===== config.mk =====
export PLATFORM = sky130hd
export DESIGN_NAME = bcrle_ram
export DESIGN_NICKNAME = d
export VERILOG_FILES = /design/src/rtl/bcrle_ram.sv
export SDC_FILE = /design/constraint.sdc
export NUM_CORES = 2
export LEC_CHECK = 0
export ABC_AREA = 1
export BUFFER_PORTS_ARGS = -buffer_cell sky130_fd_sc_hd__buf_2
export CAP_MARGIN = 20
export CELL_PAD_IN_SITES_DETAIL_PLACEMENT = 1
export CELL_PAD_IN_SITES_GLOBAL_PLACEMENT = 1
export CORE_MARGIN = 3
export CORE_UTILIZATION = 51
export CTS_BUF_LIST = sky130_fd_sc_hd__clkbuf_16
export DETAILED_ROUTE_END_ITERATION = 6
export PLACE_DENSITY_LB_ADDON = 0.15
export REMOVE_ABC_BUFFERS = 1
export SYNTH_ARGS = -nofsm -noshare
export SYNTH_HDL_FRONTEND = slang
export SYNTH_SLANG_ARGS = --single-unit

===== constraint.sdc =====
create_clock -name clk_i -period 3.8 [get_ports clk_i]
set_clock_uncertainty 0.15 [all_clocks]
set_input_delay 0.95 -clock clk_i [delete_from_list [all_inputs] [get_ports clk_i]]
set_output_delay 0.95 -clock clk_i [all_outputs]
set_load 0.05 [all_outputs]

===== src/rtl/bcrle_ram.sv =====
// bcrle_ram: generic single-port synchronous ram with registered read data.
// No dependencies.
`default_nettype none

module bcrle_ram #(
  parameter int unsigned Width = 8,
  parameter int unsigned Depth = 256
) (
  input  wire logic                     clk_i,
  input  wire logic                     en_i,
  input  wire logic                     we_i,
  input  wire logic [$clog2(Depth)-1:0] addr_i,
  input  wire logic [Width-1:0]         wdata_i,
  output      logic [Width-1:0]         rdata_o
);

  logic [Width-1:0] mem_q [Depth];

  // read data holds while the port is idle
  always_ff @(posedge clk_i) begin
    if (en_i) begin
      if (we_i) begin
        mem_q[addr_i] <= wdata_i;
      end else begin
        rdata_o <= mem_q[addr_i];
      end
    end
  end

endmodule

`default_nettype wire


# == After elaboration in Yosys (flattened, before gate mapping) ==
# Memories as Yosys holds them, arrays and structs flattened. A register that Yosys moved wholly into a read port is not among the register bits.
# Cells that the tools add are included.
# classes
mul,0
n_lt_le_gt_ge,0
reduce_logical,1
bitwise_logic,1
n_div,0
n_eq_ne,0
shift,0
muxes,3
add_sub_neg,0
# op_table
op,count
$mux W1,3
$reduce_and A2 Y1,1
$not A1 Y1,1
# totals
out_inout_bits,8
register_bits,0
latchBits,0
inputBits,19
ram_bits,2048
rom_bits,0
n_memories,1
# memory_table
name,depth,word_bits,rd,rd_clocked_by_memory_dff,write_ports,line,rtl
mem_q,256,8,1,1,1,17,logic [Width-1:0] mem_q [Depth];

# == Depth between registers and ports, before layout ==
# logic_depth
depth_word,3
depth_mapped,17
mapped_depth_nobuf,13

# == Least setup slack after synthesis ==
# OpenSTA, ideal clock, no wires.
# synth_timing
path_kind,in2reg
startpoint,input addr_i[0]
endpoint,"memory mem_q[97][0], enable pin"
path_slack_ns,0.775
stages,7
required_time_ns,3.280
setup_time_ns,0.370
t_arrival_ns,2.505
path_cell_list,buf_2 -> buf_4 -> buf_4 -> clkbuf_1 -> nand4_1 -> clkbuf_1 -> nor2_1
# synth_lines
item,line,rtl
from (decl),12,"input wire logic [$clog2(Depth)-1:0] addr_i,"
to (decl),17,
# No word-level cell before the write port.

==> reports/results.ini <==
[synth]
synthCells=7960
synth_most_common_cell=nand2_1
synth_top_area_share_pct=72.8
synthesis.area_sq_um=84800
synth_commonest_cells=nand2_1, edfxtp_1, nor2_1
synth_flop_cell=edfxtp_1
yosys-top-cells-area=edfxtp_1, nand2_1, nor2_1
async_flop_share_pct=0
syn_avg_cell_area_sq_um=10.7
post-synth-top-area-cell=edfxtp_1
synth_warnings=0
yosysSeqAreaShare_pct=72.8
synth_edf_count=2056
synth_cell_types=14
synth-seq-cells=2056

[worst_setup_path]
crit_top_cell=nand2_1
cp_slowest_stage_delay_ns=0.40
cp_slowest_cell=o21ai_1
cp-end-kind=flop
startpoint_type=primary input
worstPathRequired_ns=4.25
crit_chain=buf_8 > inv_8 > buf_12 > nand2_1 > nand2_1 > nand2_1 > nand2_1 > o21ai_1 > nand2_1 > nor2_1 > nor2_1 > nor2_1 > nand2_1
critPathKind=in2reg
worstPathMaxFanout=105
worstPathArrival_ns=3.49
r2r_slack_ns=1.19

[floorplan]
coreArea_sq_um=165000
start_util_pct=51.4
die_x_um=414
io_pins=27
num_rows=149
die_h_um=414
die-area_sq_um=171000

[power_and_ir_drop]
p_int_w=0.0368
pwr_density_cell_nw_per_um2=489
p_clk_share_pct=41.4
share_seq_of_total_power_pct=52.4
switching_share_pct=22.9
irDropWorstVdd_v=0.000638
p_comb_share_pct=6.2
p_sw_w=0.0109
power_leakage_nw=39.5

[global_routing]
grt_pass1_wl_mm=398
first_global_vias=64300
track_usage_pct=31.3
grt_overflow=0
antenna_found_initial=9
grt_max_degree=106

[clock_tree]
path_clk_slew_ns=0.06
cts_resized=0
cts_hold_buf=0
cts_tree=done
clk_path_buf_depth=3
h-tree-depth=4
cts_buffers=210
worstSkewPairLatency_ns=0.85
cts.sinks=2056
post_cts.repair.setup_buffers=0
root_buffer=clkbuf_16

[placed_design]
routabilityCongestion=0.829
numPortBuffers=26
post-place-ws_ns=-0.0405
dpl-instance-area_sq_um=91000
hpwl_mm=163

[sta]
period_share_pct=79.9
setup_tns_ns=0
hold_viol_final=0
rsz0062_at_grt=false
fmax_mhz=329
setup_slack_ns=0.762
tightestPinTransition_ns=0.795
fin_crit_ns=3.04
relSlewSlack_pct=47.0
setup_violations=0
slew_violations=0

[finish]
finish.instance_area_sq_um=97500
nets=8343
area_growth_pct=14.9
layout-drive-gt1-share_pct=10.2
final_util_pct=59.0

[min_path]
hold_class=in2reg

[detailed_routing]
avgViaCountPerCell=5.66
wl_per_cell_um=24.9
ant_nets=0
drt_pre_antenna_iters=5
vias=60400
wirelength_mm=266
drt_iter0_drc=6137
drc=0

[run]
drv_cap=0

[run_status]
status=finished, final reports clean

logic make-up (layout without fill, tap and decap cells):
group | count (synthesis) | count (layout) | share of synthesized area [%]
other cells | 0 | 1 | 0
buf+inv | 440 | 970 | 2.36
simple gates | 5336 | 5336 | 24.1
flops | 2056 | 2056 | 72.8
compound gates | 128 | 128 | 0.755
placed cells by master, fill, tap and decap left out, drive strengths merged:
| cell | netlist | final |
|---|---|---|
| buf | 263 | 576 |
| bufinv | 0 | 14 |
| clkbuf | 161 | 214 |
| clkinv | 2 | 78 |
| clkinvlp | 0 | 4 |
| diode | 0 | 1 |
| edfxtp | 2056 | 2056 |
| inv | 14 | 84 |
| nand2 | 4695 | 4695 |
| nand3 | 256 | 256 |
| nand4 | 40 | 40 |
| nor2 | 345 | 345 |
| o21ai | 128 | 128 |
critical path, delay by kind of cell:
family / cells / cell delay (ns)
AND/OR/NAND/NOR: 9 / 1.48
AO/OA/AOI/OAI: 1 / 0.40
buffers and inverters: 3 / 0.52
metal layers:
layer / up-vias / GRT usage (%) / routed length, um
li1: 27000 / - / -
met1: 30800 / 41.6 / 106000
met2: 2168 / 52.5 / 131000
met5: - / 0 / 34
met4: 6 / 11.6 / 9920
met3: 501 / 4.41 / 18800
sequential cells by signal (all words and copies together) (netlist names):
signal / count
mem_q: 2048
rdata_o: 8
power by group through the flow:
stage | combinational, W | sequential (W) | clock, W
floorplan | 0.00143 | 0.0255 | 0
global placement | 0.00283 | 0.0255 | 0
detailed placement | 0.00293 | 0.0255 | 0
CTS | 0.00297 | 0.0250 | 0.0200
global route | 0.00322 | 0.0250 | 0.0209
finish | 0.00296 | 0.0250 | 0.0197
metrics by stage:
step	power, W	hold slack (ns)	instances
after floorplan	0.0269	0.708	7536
after global placement	0.0283	0.865	10300
after detailed placement	0.0284	0.936	10300
after CTS	0.0479	0.329	10700
after global routing	0.0491	0.357	10700
final	0.0477	0.368	10700
path summary, 6_finish.rpt:
| check | start | endpoint | cells past startpoint |
|---|---|---|---|
| hold / removal | wdata_i[1] | mem_q[244][1] | 1 |
| hold reg to reg | mem_q[75][6] | rdata_o[6] | 11 |
| setup / recovery | addr_i[1] | rdata_o[7] | 13 |
| setup reg to reg | mem_q[133][7] | rdata_o[7] | 12 |
area by class of cell:
cell class                 count  area [sq um]
timing repair buffer         576          5270
clock buffer                 214          5360
inverter                      16          85.1
multi-input combinational   5464         21200
clock inverter               164          1150
antenna                        1          2.50
fill                       17400         67700
tap                         2189          2740
sequential                  2056         61700
No activity file was read; power rests on OpenSTA's default activity.
