--- src/rtl/bcrle_pkg.sv ---
// bcrle_pkg: request codes, field widths and limits shared by the bayer colour
// run-length encoder files. No dependencies.
`default_nettype none

package bcrle_pkg;

  // line geometry and table size
  localparam int unsigned MaxLinePairs = 512;
  localparam int unsigned TableDepth   = 65536;
  localparam int unsigned TableAw      = $clog2(TableDepth);

  // field widths
  localparam int unsigned SampleW  = 8;
  localparam int unsigned ModelW   = 3;
  localparam int unsigned ReqW     = 3;
  localparam int unsigned WordW    = 32;
  localparam int unsigned ColW     = $clog2(MaxLinePairs + 1);
  localparam int unsigned RunW     = $clog2(MaxLinePairs);
  localparam int unsigned StartFw  = 9;
  localparam int unsigned LengthFw = 20;

  localparam logic [WordW-1:0] LineStartWord = '0;
  localparam logic [WordW-1:0] FrameEndWord  = '1;

  typedef enum logic [ReqW-1:0] {
    ReqPixel      = 3'd0,
    ReqLineStart  = 3'd1,
    ReqLineEnd    = 3'd2,
    ReqFrameEnd   = 3'd3,
    ReqTableWrite = 3'd4
  } req_e;

  // request held after the table read, model comes from the table port
  typedef struct packed {
    logic              valid;
    logic [ReqW-1:0]   req;
    logic [ModelW-1:0] model;
  } stage_t;

endpackage

`default_nettype wire

--- src/rtl/bcrle_if.sv ---
// bcrle_if: valid/ready channels of the bayer colour run-length encoder,
// request side and run word side. Depends on bcrle_pkg.
`default_nettype none


interface bcrle_run_if;
  logic                          valid;
  logic                          ready;
  logic [bcrle_pkg::WordW-1:0]   run_word;

  modport source (output valid, run_word, input ready);
  modport sink (input valid, run_word, output ready);
endinterface

`default_nettype wire

--- src/rtl/bcrle_run_ctrl.sv ---
// bcrle_run_ctrl: run tracking state, run word assembly and output register.
// Depends on bcrle_pkg and bcrle_if.
`default_nettype none

module bcrle_run_ctrl (
  input  wire logic              clk_i,
  input  wire logic              rst_ni,
  input  wire bcrle_pkg::stage_t stage_i,
  output      logic              stage_ready_o,
  bcrle_run_if.source            run_o
);

  logic [bcrle_pkg::ModelW-1:0] prev_q, prev_d;
  logic [bcrle_pkg::RunW-1:0]   start_q, start_d;
  logic [bcrle_pkg::ColW-1:0]   col_q, col_d;
  logic                         out_valid_q;
  logic [bcrle_pkg::WordW-1:0]  out_word_q;

  logic                          out_free;
  logic                          fire;
  logic                          emit;
  logic [bcrle_pkg::WordW-1:0]   word;
  logic [bcrle_pkg::LengthFw-1:0] run_len;
  logic [bcrle_pkg::WordW-1:0]   run_word;

  assign out_free      = !out_valid_q || run_o.ready;
  assign stage_ready_o = out_free;
  assign fire          = stage_i.valid && out_free;

  assign run_len  = bcrle_pkg::LengthFw'(col_q) - bcrle_pkg::LengthFw'(start_q);
  assign run_word = {run_len, bcrle_pkg::StartFw'(start_q), prev_q};

  always_comb begin
    prev_d  = prev_q;
    start_d = start_q;
    col_d   = col_q;
    emit    = 1'b0;
    word    = run_word;
    case (bcrle_pkg::req_e'(stage_i.req))
      bcrle_pkg::ReqPixel: begin
        if (col_q < bcrle_pkg::ColW'(bcrle_pkg::MaxLinePairs)) begin
          col_d = col_q + 1'b1;
          if (prev_q != '0 && stage_i.model != prev_q) begin
            // model change closes the run, the changing pair is dropped
            emit    = 1'b1;
            prev_d  = '0;
            start_d = '0;
          end else begin
            if (stage_i.model != '0 && prev_q == '0) begin
              start_d = col_q[bcrle_pkg::RunW-1:0];
            end
            prev_d = stage_i.model;
          end
        end
      end
      bcrle_pkg::ReqLineStart: begin
        emit    = 1'b1;
        word    = bcrle_pkg::LineStartWord;
        prev_d  = '0;
        start_d = '0;
        col_d   = '0;
      end
      bcrle_pkg::ReqLineEnd: begin
        // flush only for a run that did not start at pair zero
        if (start_q != '0) begin
          emit    = 1'b1;
          prev_d  = '0;
          start_d = '0;
        end
      end
      bcrle_pkg::ReqFrameEnd: begin
        emit    = 1'b1;
        word    = bcrle_pkg::FrameEndWord;
        prev_d  = '0;
        start_d = '0;
        col_d   = '0;
      end
      default: begin
        emit = 1'b0;
      end
    endcase
  end

  always_ff @(posedge clk_i or negedge rst_ni) begin
    if (!rst_ni) begin
      prev_q      <= '0;
      start_q     <= '0;
      col_q       <= '0;
      out_valid_q <= 1'b0;
    end else begin
      if (fire) begin
        prev_q  <= prev_d;
        start_q <= start_d;
        col_q   <= col_d;
      end
      if (out_free) begin
        out_valid_q <= fire && emit;
      end
    end
  end

  always_ff @(posedge clk_i) begin
    if (fire && emit) begin
      out_word_q <= word;
    end
  end

  assign run_o.valid    = out_valid_q;
  assign run_o.run_word = out_word_q;

endmodule

`default_nettype wire

--- src/flat_wrapper.sv ---
// flat-port wrapper written by rule: the top's interface ports become plain ports
module bcrle_run_ctrl_flat 
  (clk_i, rst_ni, stage_i, stage_ready_o, run_o_valid, run_o_run_word, run_o_ready);
  bcrle_run_if run_o_i ();
  input  wire logic clk_i;
  input  wire logic rst_ni;
  input  wire bcrle_pkg::stage_t stage_i;
  output      logic stage_ready_o;
  output wire logic [$bits(run_o_i.valid)-1:0] run_o_valid;
  output wire logic [$bits(run_o_i.run_word)-1:0] run_o_run_word;
  input wire logic [$bits(run_o_i.ready)-1:0] run_o_ready;
  assign run_o_valid = run_o_i.valid;
  assign run_o_run_word = run_o_i.run_word;
  assign run_o_i.ready = run_o_ready;
  bcrle_run_ctrl u_core (.clk_i(clk_i), .rst_ni(rst_ni), .stage_i(stage_i), .stage_ready_o(stage_ready_o), .run_o(run_o_i));
endmodule
--- config.mk ---
export PLATFORM = sky130hd
export DESIGN_NAME = bcrle_run_ctrl_flat
export DESIGN_NICKNAME = d
export VERILOG_FILES = /design/src/rtl/bcrle_pkg.sv /design/src/rtl/bcrle_if.sv /design/src/rtl/bcrle_run_ctrl.sv /design/src/flat_wrapper.sv
export SDC_FILE = /design/constraint.sdc
export NUM_CORES = 1
export LEC_CHECK = 0
export BUFFER_PORTS_ARGS = -buffer_cell sky130_fd_sc_hd__buf_2
export CAP_MARGIN = 20
export CORE_MARGIN = 2
export CORE_UTILIZATION = 50
export CTS_BUF_LIST = sky130_fd_sc_hd__clkbuf_4 sky130_fd_sc_hd__clkbuf_8
export DETAILED_ROUTE_END_ITERATION = 8
export GPL_TIMING_DRIVEN = 0
export PLACE_DENSITY = 0.72
export RECOVER_POWER = 100
export SYNTH_ARGS = -nofsm -noshare
export SYNTH_HDL_FRONTEND = slang
export SYNTH_SLANG_ARGS = --single-unit
--- constraint.sdc ---
create_clock -name clk_i -period 4 [get_ports clk_i]
set_input_delay 0 -clock clk_i [delete_from_list [all_inputs] [get_ports clk_i]]
set_output_delay 0 -clock clk_i [all_outputs]
set_load 0.01 [all_outputs]
# ---- Word-level counts from Yosys, hierarchy flattened
# Cells that the tools add are included.
dict set report totals {
  reg_bits 55
  in_bits 10
  out_inout_bits 34
  elab_cells 48
}
dict set report classes {
  n_addsub 2
  magnitude_cmp 1
  eq_ne 7
  muxes 16
  n_reduce_logical 17
}
# op count
set op_table {}
lappend op_table {{$pmux W32 S2} 1}
lappend op_table {{$mux W9} 4}
lappend op_table {{$pmux W9 S3} 1}
lappend op_table {{$pmux W10 S2} 1}
lappend op_table {{$sub A10 B9 Y11} 1}
lappend op_table {{$add A10 B1 Y10 const B} 1}
lappend op_table {{$lt A10 B10 Y1 const B} 1}
lappend op_table {{$mux W10} 1}
lappend op_table {{$mux W3} 3}
lappend op_table {{$pmux W3 S3} 1}
lappend op_table {{$reduce_bool A3 Y1} 3}
lappend op_table {{$reduce_bool A9 Y1} 1}
lappend op_table {{$eq A3 B2 Y1 const B} 2}
lappend op_table {{$logic_not A3 Y1} 2}
lappend op_table {{$reduce_and A5 Y1} 1}
lappend op_table {{$logic_and A1 B1 Y1} 4}
lappend op_table {{$ne A2 B1 Y1 const B} 2}
lappend op_table {{$reduce_and A4 Y1} 1}
lappend op_table {{$eq A3 B1 Y1 const B} 1}
lappend op_table {{$mux W1} 3}
lappend op_table {{$ne A3 B1 Y1 const B} 1}
lappend op_table {{$ne A3 B3 Y1} 1}
lappend op_table {{$pmux W1 S3} 1}
lappend op_table {{$reduce_and A3 Y1} 1}
lappend op_table {{4 further kinds} 4}

# ---- Depth between registers and ports, before layout
# Gate-level depths: netlist of the first run.
dict set report logic_depth {
  depth_word 6
  depth_mapped 10
}

# ---- Worst setup path before layout of the first run
# OpenSTA, ideal clock, no wires.
dict set report synth_timing {
  path_kind {flip-flop to flip-flop}
  startpoint {reg u_core.prev_q[2] (netlist name)}
  endpoint {reg u_core.out_word_q, in the netlist u_core.run_o.run_word[0], enable pin}
  arrival_ps 2832
  required_time_ps 3568
  path_slack_ps 736
  stages_incl_launch_ff 8
  path_buffers 1
  synth_period_minus_slack_ps 3264
  path_cell_list {dfrtp_1 -> buf_2 -> xnor2_1 -> a31oi_1 -> o21ai_1 -> a2bb2oi_1 -> a221oi_1 -> nor3_1}
}
dict set report synth_between {
  elab_chain_len 6
  word_cells_on_any_way 7
  cone_classes {1 x eq/ne; 3 x mux; 3 x reduce/logical}
}
# item line_no
set synth_rtl {}
lappend synth_rtl {{start, declared} bcrle_run_ctrl.sv:13} ;# logic [bcrle_pkg::ModelW-1:0] prev_q, prev_d;
lappend synth_rtl {{start signal, assigned} bcrle_run_ctrl.sv:92} ;# prev_q <= prev_d;
lappend synth_rtl {{$ne A3 B3 Y1 / $reduce_bool A3 Y1 (equally long branches)} bcrle_run_ctrl.sv:43} ;# if (prev_q != '0 && stage_i.model != prev_q) begin
lappend synth_rtl {{$logic_and A1 B1 Y1 *} bcrle_run_ctrl.sv:43}
lappend synth_rtl {{$mux W1 *} bcrle_run_ctrl.sv:43}
lappend synth_rtl {{$mux W1 *} bcrle_run_ctrl.sv:41} ;# if (col_q < bcrle_pkg::ColW'(bcrle_pkg::MaxLinePairs)) begin
lappend synth_rtl {{$pmux W1 S3 *} bcrle_run_ctrl.sv:39} ;# case (bcrle_pkg::req_e'(stage_i.req))
lappend synth_rtl {{$logic_and A1 B1 Y1 *} bcrle_run_ctrl.sv:103} ;# if (fire && emit) begin
lappend synth_rtl {{end signal, assigned} bcrle_run_ctrl.sv:104} ;# out_word_q <= word;
lappend synth_rtl {{end, declared} bcrle_run_ctrl.sv:17} ;# logic [bcrle_pkg::WordW-1:0] out_word_q;
# Mark *: on every way between the ends. The rest lies on a longest branch, timed or not.
# A chain may end at the register's enable or synchronous reset.

# ---- Final worst setup path of the first run
dict set report layout_timing {
  startpoint {reg u_core.prev_q[2] (netlist name)}
  endpoint {reg u_core.out_word_q, in the netlist u_core.run_o.run_word[5], enable pin}
}
# The elaborated chain is that of the path after synthesis.

==> results of run 1 <==
-- final cells by class --
class                           instances  area [um^2]  area share
Buffer                                 17         98.8      0.0340
Clock buffer                            6         82.6      0.0284
Clock inverter                          2         12.5     0.00430
Inverter                               20         75.1      0.0258
Multi-Input combinational cell        160         1050       0.362
Sequential cell                        46         1270       0.435
Tap cell                               67         83.8      0.0288
Timing Repair Buffer                   48          238      0.0817
-- synthesized netlist by cell type (2+ instances only) --
cell type	count
o21ai_0	27
o21bai_1	2
nand4_1	6
dfrtp_1	23
buf_2	2
nand3_1	4
nor3_1	4
xnor2_1	3
ha_1	10
or3_1	4
a22o_1	9
o21ai_1	3
nor2b_1	3
xor2_1	6
a21oi_1	10
nor4_1	2
nor4bb_1	2
nand2b_1	2
nor2_1	13
buf_4	9
nand2_1	20
o22ai_1	3
edfxtp_1	23
a31oi_1	3
and2b_1	2
inv_1	20
clkbuf_1	5
a211oi_1	3
-- through the flow --
step,hold slack [ns],cells,power (uW)
3_5_place_dp,0.00449,353,904
4_1_cts,0.0944,366,1210
2_1_floorplan,-0.296,243,817
6_report,0.0923,366,1190
3_3_place_gp,0.000435,352,892
5_1_grt,0.129,366,1260
-- worst max path at each step --
stage / from / endpoint / slack (ns) / depth (start not counted)
after CTS: u_core.col_q[0] / u_core.run_o.run_word[30] / 1.28 / 10
after global routing: u_core.prev_q[2] / u_core.run_o.run_word[7] / 0.58 / 8
after global placement: u_core.prev_q[2] / u_core.run_o.run_word[5] / 0.05 / 7
after floorplan: u_core.prev_q[2] / u_core.run_o.run_word[0] / 0.74 / 7
after detailed placement: u_core.col_q[0] / u_core.run_o.run_word[30] / 1.31 / 10
final: u_core.prev_q[2] / u_core.run_o.run_word[5] / 0.79 / 8
-- power breakdown --
group | leakage (uW) | switching (uW) | internal [uW]
Combinational | 0.000619 | 181 | 137
Sequential | 0.000528 | 27.6 | 546
Clock | 0.0000472 | 162 | 139
-- per-layer routing --
| metal | up-vias | part of all wire | track usage |
|---|---|---|---|
| met5 | - | 0 | 0 |
| met4 | 0 | 0.0043 | 0.0536 |
| met3 | 2 | 0.044 | 0.0482 |
| met2 | 49 | 0.46 | 0.318 |
| met1 | 911 | 0.49 | 0.272 |
| li1 | 990 | - | - |
-- registers in the layout (all words and copies together) (netlist names) --
name,flops
u_core.start_q,9
u_core.col_q,10
u_core.run_o.valid,1
u_core.prev_q,3
u_core.run_o.run_word,23
-- worst max-delay path: stages, from the launching register on --
cell and delay (ns):
dfrtp_1 0.33, clkbuf_1 0.29, xnor2_1 0.13, a31oi_1 0.16, o21ai_0 0.10, a2bb2oi_1 0.29, a221oi_1 0.18, nor3_1 1.15
buf_6 0.29
-- cell families after synthesis --
group / count (synthesis) / share of synthesized area
compound gates: 70 / 0.184
simple gates: 69 / 0.149
flops: 46 / 0.504
buf+inv: 37 / 0.0697
fa+ha+maj: 11 / 0.0578
xor+xnor: 9 / 0.0314
mux: 1 / 0.00398
==> impl_metrics.tcl, run 1 <==
set metrics [dict create \
    clock_path_buffers 2 \
    cts_hold_buf 5 \
    synth_cells 243 \
    fin_nets 319 \
    reg2reg_from "u_core.prev_q[2]" \
    start_kind "flip-flop" \
    place_area_um2 2820 \
    whs_endpoint "u_core.run_o.valid" \
    synthFlopType "edfxtp_1" \
    boundaryPins 44 \
    clk_transition_reported_paths_ns 0.09 \
    cts_max_level 2 \
    cts_buffers 5 \
    endpoint_kind "flip-flop" \
    synth_edf_count 23 \
    synth.avg_cell_area_um2 10.3 \
    power.density_nw_per_um2 410 \
    yosysSeqAreaShare 0.504 \
    mostFrequentLayoutCells "clkbuf_1 (34), o21ai_0 (30), dfrtp_1 (23), edfxtp_1 (23)" \
    clock_skew_ns 0.00591 \
    antenna_found_initial 0 \
    r2r_slack_ns 0.79 \
    dp_hpwl_um 3770 \
    synth_seq_cells 46 \
    firstDrtPassIters 4 \
    n_antenna_cell 0 \
    fin_crit_sh 0.804 \
    final.setup.tns_ns 0 \
    status "finished with violations" \
    synth_top_cell_area_share 0.275 \
    ant_nets 0 \
    die_h_um 74.9 \
    drt-total-wl_um 5090 \
    r2r-end "u_core.run_o.run_word[5]" \
    syn2layout_area_growth_pct 15.8 \
    critical_path_class "reg -> reg" \
    grt_pass1_vias 1809 \
    die-area_um2 5610 \
    layout_commonest_cell "clkbuf_1" \
    synthArstFlopShare 0.500 \
    cp_max_fo 14 \
    cts_sinks 46 \
    setup_slack_ns 0.785 \
    cp.required_ns 4.01 \
    io_buffers 42 \
    hold_path_depth 4 \
    viasPerCell 5.33 \
    drc 0 \
    fill_cells 443 \
    drv_cap 2 \
    cts_tree "done" \
    clk_latency_ns 0.30 \
    yosys.area.top_type "edfxtp_1" \
    p_leak_uw 0.00119 \
    utilization 0.608 \
    preCtsSetupSlack_ns 1.31 \
    fmax_mhz 311 \
    row_count 25 \
    cts_root_buffer "clkbuf_8" \
    ctsResizeCount 0 \
    cts_setup_buffers 0 \
    overflow 0 \
    drtIter0Drc 153 \
    hold_violations 0 \
    yosys-top-cells-area "edfxtp_1 (27%), dfrtp_1 (23%), o21ai_0 (5.4%)" \
    postLayoutCellArea_um2 2910 \
    violations "capacitance limit, slew limit" \
    yosysWarnings 0 \
    relSlewSlack -0.286 \
    grt_max_degree 24 \
    vias 1952 \
    start_util 0.525 \
    gp_congestion 0.923 \
    wire_per_inst_um 13.9 \
    peakVddDrop_mv 0.203 \
    core_area_um2 4790 \
    r2r_cells 8 \
    drv_slew 8 \
    grt_pass1_wl_um 8350 \
    worst_slew_pin_slew_ns 1.88 \
    hold_class "in -> reg" \
    die_w_um 74.9 \
    drive_above_1_share 0.127 \
    track_usage 0.198 \
    final-setup-viol-count 0 \
    synth_area_um2 2510 \
    synth_cell_types 48 \
    rsz0062_at_grt "no" \
    syn_nets 264 \
    critPathArrivalTime_ns 3.22 \
    worstHoldStart "run_o_ready" \
    min_period_ns 3.21 \
]
(Power assumes the default switching activity.)
==> run 2, diff against run 1 <==
--- a/config.mk
+++ b/config.mk
@@ -5,6 +5,7 @@
 export SDC_FILE = /design/constraint.sdc
 export NUM_CORES = 1
 export LEC_CHECK = 0
+export ABC_AREA = 1
 export BUFFER_PORTS_ARGS = -buffer_cell sky130_fd_sc_hd__buf_2
 export CAP_MARGIN = 20
 export CORE_MARGIN = 2
==> constraint.sdc (replaced) <==
create_clock -name clk_i -period 3.3 [get_ports clk_i]
set_input_delay 0 -clock clk_i [delete_from_list [all_inputs] [get_ports clk_i]]
set_output_delay 0 -clock clk_i [all_outputs]
set_load 0.01 [all_outputs]
==> run 2 against run 1 <==
Against the previous run:
- the flow now finishes without violations
- global-route usage rose by 1.0 points
- final area is 6.7% higher
- maximum frequency rose by 58%
- non-clock buffer count fell by 3
- synthesized cell count up 43%
- power is 64% higher
- clock power is 17% higher
- area after synthesis is 8.0% higher
- combinational power grew to 2.5 times the previous value
- critical path type unchanged
- critical endpoint is now u_core.run_o.run_word[18]
==> impl_metrics.tcl, run 2 <==
set metrics [dict create \
    relSlewSlack 0.174 \
    drv_cap 0 \
    overflow 0 \
    power.density_nw_per_um2 632 \
    yosysSeqAreaShare 0.467 \
    final.setup.tns_ns 0 \
    n_antenna_cell 0 \
    start_util 0.524 \
    synth.avg_cell_area_um2 7.79 \
    start_kind "flip-flop" \
    place_area_um2 3020 \
    cts_root_buffer "clkbuf_8" \
    wire_per_inst_um 12.4 \
    r2r_cells 10 \
    dp_hpwl_um 4520 \
    grt_pass1_vias 2123 \
    synth_cell_types 26 \
    cp_max_fo 6 \
    gp_congestion 0.893 \
    final-setup-viol-count 0 \
    vias 2385 \
    largest_register_ffs 23 \
    track_usage 0.209 \
    clk_latency_ns 0.31 \
    rsz0062_at_grt "no" \
    drive_above_1_share 0.104 \
    firstDrtPassIters 4 \
    antenna_found_initial 0 \
    synthArstFlopShare 0.500 \
    critical_path_class "reg -> reg" \
    synth_cells 348 \
    yosysWarnings 0 \
    clk_transition_reported_paths_ns 0.09 \
    drt-total-wl_um 5860 \
    core_area_um2 5170 \
    clock_skew_ns 0.00549 \
    endpoint_kind "flip-flop" \
    grt_max_degree 24 \
    cp.required_ns 3.36 \
    ctsResizeCount 0 \
    finalPower_uw 1960 \
    critPathArrivalTime_ns 2.10 \
    syn2layout_area_growth_pct 14.4 \
    drc 0 \
    cts_hold_buf 5 \
    clock_path_buffers 2 \
    die-area_um2 6030 \
    drtIter0Drc 127 \
    min_period_ns 2.04 \
    yosysMostFrequentCell "nand2_1" \
    hold_path_depth 5 \
    yosys.area.top_type "edfxtp_1" \
    peakVddDrop_mv 0.365 \
    postLayoutCellArea_um2 3100 \
    mostFrequentLayoutCells "nand2_1 (107), inv_1 (43), nor2_1 (38)" \
    yosys-top-cells-area "edfxtp_1 (25%), dfrtp_1 (21%), nand2_1 (15%)" \
    grt_pass1_wl_um 9860 \
    yosys-top-cells-count "nand2_1 (105), inv_1 (43), nor2_1 (36)" \
    status "finished, final reports clean" \
    synth_edf_count 23 \
    drv_slew 0 \
    hold_violations 0 \
    synthFlopType "edfxtp_1" \
    viasPerCell 5.03 \
    fmax_mhz 490 \
    die_w_um 77.7 \
    cts_sinks 46 \
    io_buffers 43 \
    cts_tree "done" \
    fin_crit_sh 0.618 \
    boundaryPins 44 \
    dpl.cell_count 461 \
    cts_max_level 2 \
    cts_buffers 5 \
    row_count 26 \
    layout_commonest_cell "nand2_1" \
    worst_slew_pin_slew_ns 1.24 \
    p_leak_uw 0.00149 \
    ant_nets 0 \
    hold_class "in -> reg" \
    die_h_um 77.7 \
    synth_area_um2 2710 \
    cts_setup_buffers 0 \
    utilization 0.600 \
    synth_seq_cells 46 \
    synth_top_cell_area_share 0.255 \
    instances_no_fill 474 \
    fin_nets 424 \
    syn_nets 369 \
    fill_cells 496 \
]
==> run 2: cell count changes in the layout (fill, tap and decap cells not counted), sizes merged, moves of 4 or more <==
cell,before,now
a21oi,10,15
nor2,13,39
a22o,9,0
or3,4,0
nand3,4,27
inv,20,44
clkbuf,49,45
xor2,6,0
nand2,20,110
o21ai,31,25
==> run 2: logic make-up after synthesis <==
group | count (synthesis) | synth area share
AO/OA/AOI/OAI | 41 | 0.0821
XOR/XNOR | 2 | 0.00646
adder cells (fa/ha/maj) | 11 | 0.0535
buffers and inverters | 59 | 0.0959
flip-flops | 46 | 0.467
AND/OR/NAND/NOR | 189 | 0.295
==> run 2: metal layers <==
metal	GRT usage	vias up	wire, um
met1	0.287	1084	2720
met3	0.0558	6	459
met5	0	-	0
met2	0.327	73	2620
met4	0.0571	0	64
li1	-	1222	-
==> run 2: final cells by class <==
class	count	area, um^2	share of cell area
clock inverter	3	21.3	0.00685
buffer	14	87.6	0.0282
multi-input combinational	243	1170	0.377
sequential	46	1270	0.408
clock buffer	5	68.8	0.0222
inverter	45	169	0.0544
tap	70	87.6	0.0282
timing repair buffer	48	231	0.0746
==> run 2: path summary, 6_finish.rpt <==
check	slack (ns)	endpoint	start
max	1.26	u_core.run_o.run_word[18]	u_core.col_q[0]
min	0.06	u_core.run_o.valid	stage_i[6]
max reg2reg	1.26	u_core.run_o.run_word[18]	u_core.col_q[0]
min reg2reg	0.50	u_core.start_q[4]	u_core.start_q[4]
max in group asynchronous	2.10	u_core.run_o.valid	rst_ni
min in group asynchronous	0.47	u_core.prev_q[1]	rst_ni
==> run 2: stage by stage <==
step | hold slack, ns | setup slack (ns)
after CTS | 0.0519 | 1.28
after floorplan | -0.296 | 1.49
final | 0.0554 | 1.26
after detailed placement | 0.00961 | 1.29
after global placement | 0.00499 | 1.32
after global routing | 0.0995 | 1.10
==> run 2: report_power, final <==
part | switching (uW) | internal (uW)
Combinational | 505 | 295
Sequential | 74.4 | 734
Clock | 205 | 148
Total | 784 | 1180
==> run 2: critical path: stages, from the launching register on <==
cell      delay [ns]
dfrtp_1         0.44
inv_1           0.15
ha_1            0.16
inv_1           0.07
fa_1            0.41
nand3_1         0.10
nand2_1         0.11
nand3_1         0.11
nand3b_1        0.08
nand3_1         0.09
nand2_1         0.05
